**config.mk**
```make
export PLATFORM = sky130hd
export DESIGN_NAME = dct_lane
export DESIGN_NICKNAME = d
export VERILOG_FILES = /design/src/dct_pkg.sv /design/src/dct_lane.sv
export SDC_FILE = /design/constraint.sdc
export NUM_CORES = 2
export LEC_CHECK = 0
export ABC_AREA = 1
export BUFFER_PORTS_ARGS = -buffer_cell sky130_fd_sc_hd__buf_2
export CAP_MARGIN = 20
export CORE_MARGIN = 4
export CORE_UTILIZATION = 55
export DETAILED_ROUTE_END_ITERATION = 6
export GPL_TIMING_DRIVEN = 0
export PLACE_DENSITY = 0.77
export SYNTH_ARGS = -nofsm -noshare
export SYNTH_HDL_FRONTEND = slang
export SYNTH_SLANG_ARGS = --single-unit
```
**constraint.sdc**
```tcl
create_clock -name clk -period 10.85 [get_ports clk]
set_input_delay 1.6275 -clock clk [delete_from_list [all_inputs] [get_ports clk]]
set_output_delay 1.6275 -clock clk [all_outputs]
set_load 0.005 [all_outputs]
```
**src/dct_pkg.sv**
```systemverilog
// Shared types, widths and matrix constants for the 8-point DCT-II transform.
package dct_pkg;

	localparam int VEC_LEN      = 8;
	localparam int SAMPLE_W     = 16;
	localparam int COEF_W       = 19;
	localparam int TABLE_FRAC   = 30;
	localparam int ANGLE_SPAN   = 4 * VEC_LEN;
	localparam int HALF_SPAN    = 2 * VEC_LEN;
	localparam int DC_ANGLE     = 4;

	// 0.5*cos(j*pi/16) in Q30, j = 0..8
	localparam int HALF_COS_Q30 [VEC_LEN+1] = '{
		536870912, 526555088, 496004047, 446391849, 379625062,
		298269498, 205451603, 104738319, 0
	};

	typedef struct packed {
		logic en_s1;
		logic en_s2;
		logic en_s3;
		logic en_s4;
	} stage_ctl_t;

	// Matrix entry T[n][k] rounded to frac fraction bits.
	function automatic int coef_entry(input int n, input int k, input int frac);
		int   a;
		logic neg;
		int   r;
		neg = 1'b0;
		if (k == 0) begin
			a = DC_ANGLE;
		end else begin
			a = ((2 * n + 1) * k) % ANGLE_SPAN;
			if (a > HALF_SPAN) begin
				a = ANGLE_SPAN - a;
			end
			if (a > VEC_LEN) begin
				a   = HALF_SPAN - a;
				neg = 1'b1;
			end
		end
		r = (HALF_COS_Q30[a] + (1 <<< (TABLE_FRAC - frac - 1))) >>> (TABLE_FRAC - frac);
		return neg ? -r : r;
	endfunction

endpackage

```
**src/dct_lane.sv**
```systemverilog
// One sample lane: multiplies a sample by its matrix row, products registered.
module dct_lane #(
	parameter int ROW            = 0,
	parameter int COEF_FRAC_BITS = 14
) (
	input  logic                                                  clk,
	input  dct_pkg::stage_ctl_t                                   ctl,
	input  logic signed [dct_pkg::SAMPLE_W-1:0]                   sample,
	output logic signed [dct_pkg::SAMPLE_W+COEF_FRAC_BITS:0]      prod_s1 [dct_pkg::VEC_LEN]
);

	localparam int CW = COEF_FRAC_BITS + 1;
	localparam int PW = dct_pkg::SAMPLE_W + CW;

	for (genvar k = 0; k < dct_pkg::VEC_LEN; k++) begin : g_col
		localparam logic signed [CW-1:0] ENT = CW'(dct_pkg::coef_entry(ROW, k, COEF_FRAC_BITS));
		logic signed [PW-1:0] prod_d;

		assign prod_d = PW'(sample) * PW'(ENT);

		always_ff @(posedge clk) begin
			if (ctl.en_s1) begin
				prod_s1[k] <= prod_d;
			end
		end
	end

endmodule

```
# Yosys cells after proc, flatten, opt, wreduce, memory -nomap -nowiden
# Cells that the tools add are included.
dict set report op_classes {
  n_mul 7
}
# operator n
set op_table {}
lappend op_table {{multiplier 16 x 14 -> 30 bit, second input constant} 4}
lappend op_table {{multiplier 16 x 13 -> 29 bit, second input constant} 1}
lappend op_table {{multiplier 16 x 11 -> 27 bit, second input constant} 1}
lappend op_table {{multiplier 16 x 10 -> 26 bit, second input constant} 1}
dict set report word_totals {
  word_cells 14
  reg_bits 212
  input_bits 21
}

# Depth between registers and ports, before layout
dict set report logic_depth {
  depth_word 1
  depth_mapped 25
}

# Least setup slack after synthesis
# Ideal clock, no wire load.
dict set report synth_path {
  kind {input to register}
  startpoint {in sample[15] in the netlist's numbering}
  endpoint {reg prod_s1[147] in the netlist's numbering (data pin)}
  setup_slack_ps 935
  t_arrival_ps 9662
  path_stages 22
  path_buffers 3
  required_ps 10597
  path_cell_list {buf_2 -> inv_2 -> clkbuf_1 -> clkbuf_1 -> fa_1 -> inv_1 -> ha_1 -> inv_1 -> fa_1 -> inv_1 -> fa_1 -> inv_1 -> fa_1 -> inv_1 -> ha_1 -> nand2_1 -> nor2_1 -> inv_1 -> nor3_1 -> nand4_1 -> nand4_1 -> nand2_1}
}
dict set report synth_between {
  elab_chain_cells 1
}
# element line
set synth_rtl {}
lappend synth_rtl {{from (decl)} dct_lane.sv:8} ;# input logic signed [dct_pkg::SAMPLE_W-1:0] sample,
lappend synth_rtl {{multiplier 16 x 14 -> 30 bit} dct_lane.sv:19} ;# assign prod_d = PW'(sample) * PW'(ENT);
lappend synth_rtl {{named net g_col[3].prod_d[23]} dct_lane.sv:17} ;# logic signed [PW-1:0] prod_d;
lappend synth_rtl {{to (signal, indexed assignment)} dct_lane.sv:23} ;# prod_s1[k] <= prod_d;
lappend synth_rtl {{to (decl)} dct_lane.sv:9} ;# output logic signed [dct_pkg::SAMPLE_W+COEF_FRAC_BITS:0] prod_s1 [dct_pkg::VEC_LEN]
# The timed path passes the listed nets, and every way through them passes these cells.
# A chain may end at the register's enable or synchronous reset.

# Worst setup path in the final report
dict set report layout_path {
  startpoint {in sample[8] in the netlist's numbering}
  endpoint {reg prod_s1[214] in the netlist's numbering (data pin)}
}
dict set report layout_between {
  elab_chain_cells 1
}
# element line
set layout_rtl {}
lappend layout_rtl {{multiplier 16 x 14 -> 30 bit} dct_lane.sv:19}
lappend layout_rtl {{named net g_col[1].prod_d[28]} dct_lane.sv:17}
# The timed path passes the listed nets, and every way through them passes these cells.

==> tab_implementation.tex <==
\begin{tabular}{lr}
\hline
Metric & Value \\
\hline
\multicolumn{2}{l}{\textbf{Outcome}} \\
\quad Result of the run & completed \\
\multicolumn{2}{l}{\textbf{Routing}} \\
\quad Ratio of routed vias to standard cells & 5.38 \\
\quad Average wire per cell in the routed design & 19.8 um \\
\quad DRC marker count from the first detailed-route iteration & 1952 \\
\quad Final Routed Wirelength & 99.7 mm \\
\quad DRT Pass-1 Iters & 7 \\
\quad DR vias & 27.1k \\
\quad DRC viols & 0 \\
\quad Detail Route Antenna Nets & 0 \\
\multicolumn{2}{l}{\textbf{Timing}} \\
\quad Slew @ Worst Pin & 1.23 ns \\
\quad Final Critical Period & 8.36 ns \\
\quad Slew Viols, Final & 0 \\
\quad RSZ-0062 raised after global routing & no \\
\quad Aggregate negative setup slack & 0 ns \\
\quad Peak Freq & 120 MHz \\
\quad Final number of hold-violating endpoints & 0 \\
\quad Worst relative slew slack & 0.177 \\
\quad Final setup violating endpoints & 0 \\
\quad Fin crit share & 0.771 \\
\multicolumn{2}{l}{\textbf{Global routing}} \\
\quad Antenna violations before repair & 2 \\
\quad Via count of the first global-routing pass & 28.0k \\
\quad GRT Resource Usage Total & 0.311 \\
\quad Pin count of the biggest net entering global routing & 103 \\
\quad Global-route wire length before repair & 158 mm \\
\quad GR Overflow Total & 0 \\
\multicolumn{2}{l}{\textbf{Layout}} \\
\quad Number of flip-flops under the largest register name & 188 \\
\quad Biggest regs & prod\_s1 (188) \\
\quad Final nets & 5213 \\
\quad Number of fill cells & 5380 \\
\quad Area taken by flip-flops and latches & 5650 um\^{}2 \\
\quad Ratio of cells with drive above 1 in the final layout & 0.0960 \\
\quad Most flop-heavy register & prod\_s1 \\
\quad Multi-input logic area & 23800 um\^{}2 \\
\quad Area added between synthesis and finish & 8.98\% \\
\multicolumn{2}{l}{\textbf{Die}} \\
\quad Number of I/O pins & 269 \\
\quad Die area & 65700 um\^{}2 \\
\quad Die boundary height & 256 um \\
\quad Initial Utilization & 0.558 \\
\quad Core footprint & 60700 um\^{}2 \\
\quad Number of core rows & 90 \\
\quad Die outline width & 256 um \\
\multicolumn{2}{l}{\textbf{Clock network}} \\
\quad Number of buffers inserted during clock tree synthesis & 17 \\
\quad Post-CTS Setup Repair Bufs & 0 \\
\quad Hold-fix buffers at CTS & 0 \\
\quad Depth of the CTS H-tree & 4 \\
\quad Clock-pin transition on the worst setup and hold timing paths & 0.07 ns \\
\quad Sink Count & 188 \\
\quad CTS tree & done \\
\quad Clock Tree Root & clkbuf\_16 \\
\quad Clock Path Buffers & 2 \\
\quad Cells resized by post-CTS repair & 0 \\
\multicolumn{2}{l}{\textbf{Logic synthesis}} \\
\quad Most used flip-flop cell after synthesis & edfxtp\_1 \\
\quad Post-Synthesis Cell Area & 33900 um\^{}2 \\
\quad Post-Synthesis Mean Instance Area & 8.56 um\^{}2 \\
\quad Post-synth ARST share & 0 \\
\quad EDFF count, synth & 188 \\
\quad Fraction of post-synthesis cell area in the top cell type by area & 0.273 \\
\quad Cell taking the most area after synthesis & fa\_1 \\
\quad Post-synth top cells & inv\_1, nand2\_1, ha\_1, fa\_1, nor2\_1 \\
\quad Warning count from the yosys run & 0 \\
\quad Post-synthesis cell type count & 40 \\
\quad Leading cell types by total area after synthesis & fa\_1, ha\_1, edfxtp\_1 \\
\quad Gate count of the mapped netlist & 3961 \\
\quad Part of the Yosys area used for sequential elements & 0.167 \\
\quad Flip-flop and latch count after synthesis & 188 \\
\quad Most repeated cell in the gate-level netlist after synthesis & inv\_1 \\
\multicolumn{2}{l}{\textbf{Min path}} \\
\quad Hold path endpoint & prod\_s1[57] \\
\quad Type of the worst min-delay path & input pin to flip-flop \\
\quad Hold path start & ctl[3] \\
\quad Hold Crit Depth & 1 \\
\multicolumn{2}{l}{\textbf{Placement}} \\
\quad Post-DP HPWL & 82.5 mm \\
\quad Final weighted congestion in routability-driven placement & 0.994 \\
\quad Count of buffers inserted at the top-level ports & 260 \\
\multicolumn{2}{l}{\textbf{Worst setup path}} \\
\quad Data required time at the worst endpoint & 11.12 ns \\
\quad Setup crit start kind & input pin \\
\quad Element type at the critical path end & flip-flop \\
\quad Category of the critical setup timing path & input pin to flip-flop \\
\quad Arrival time worst endpoint & 8.63 ns \\
\quad Maximum fanout count along the critical path & 20 \\
\multicolumn{2}{l}{\textbf{Run}} \\
\quad Max-cap violations & 0 \\
\hline
\end{tabular}
-- layer usage --
metal | vias to the layer above | GRT usage | share of wire
li1 | 12700 | - | -
met1 | 13000 | 0.410 | 0.41
met2 | 1113 | 0.496 | 0.45
met3 | 253 | 0.0715 | 0.089
met4 | 2 | 0.134 | 0.050
met5 | - | 0 | 0.000070
-- worst max-delay path, stage by stage --
cell and delay (ns):
buf_2 0.73, ha_1 0.42, clkbuf_1 0.24, nand2_1 0.29, inv_1 0.30, nor2_1 0.89
ha_1 0.41, fa_1 0.52, fa_1 0.52, fa_1 0.55, inv_1 0.05, fa_1 0.50
inv_1 0.04, ha_1 0.36, a21oi_1 0.28, o21ai_0 0.20, a21oi_1 0.27, nor2_1 0.07
nor2_1 0.13, nand2_1 0.07, nand2_1 0.05, nand2_1 0.05
-- metrics by stage --
stage | worst slack [ns] | utilization | area [um^2] | instances | hold slack (ns)
floorplan | 0.935 | - | 33900 | 3965 | 1.73
global placement | -2.30 | 0.596 | 36200 | 5007 | 2.02
detailed placement | 2.05 | 0.598 | 36300 | 5011 | 2.02
CTS | 2.68 | 0.608 | 36900 | 5043 | 1.60
global route | 2.18 | 0.609 | 36900 | 5044 | 1.63
finish | 2.49 | 0.609 | 36900 | 5045 | 1.59
-- cell families (layout without fill, tap and decap cells) --
group | Yosys count | after routing | synth area share
AND/OR/NAND/NOR | 1119 | 1119 | 0.139
AO/OA/AOI/OAI | 386 | 386 | 0.0623
flip-flops | 188 | 188 | 0.167
other | 1 | 6 | 0.000111
buffers and inverters | 1136 | 1433 | 0.133
multiplexers | 1 | 1 | 0.000295
XOR/XNOR | 187 | 187 | 0.0485
adder cells (fa/ha/maj) | 943 | 943 | 0.451
-- cells in the final DEF, fill, tap and decap left out, types with 35 or more instances in the layout --
cell type  instances
nor2_1           224
ha_1             480
xor2_1           139
o21ai_0          118
nand2_1          624
inv_1           1062
nor3_1            35
nand3_1          136
a21oi_1          192
xnor2_1           46
buf_2            262
buf_4             61
nand4_1           44
edfxtp_1         188
fa_1             463
-- worst max-delay path by stage --
stage / start / endpoint / slack (ns) / cells after the start
after floorplan: sample[15] / prod_s1[147] / 0.93 / 22
after global placement: sample[15] / prod_s1[148] / -2.30 / 23
after detailed placement: sample[8] / prod_s1[214] / 2.05 / 22
after CTS: sample[8] / prod_s1[214] / 2.68 / 22
after global routing: sample[8] / prod_s1[214] / 2.18 / 22
final: sample[8] / prod_s1[214] / 2.49 / 22
-- final cells by class --
class,instances,share of cell area
inverters,1067,0.108
clock buffers,17,0.0115
clock inverters,15,0.00467
flip-flops and latches,188,0.153
plain buffers,69,0.0133
multi-input cells,2641,0.644
well taps,782,0.0265
repair buffers,265,0.0390
diodes,1,0.0000677
Power is left out: the tool's default activity adds up to more than one toggle a clock period on the data nets, which glitch-free logic cannot reach.
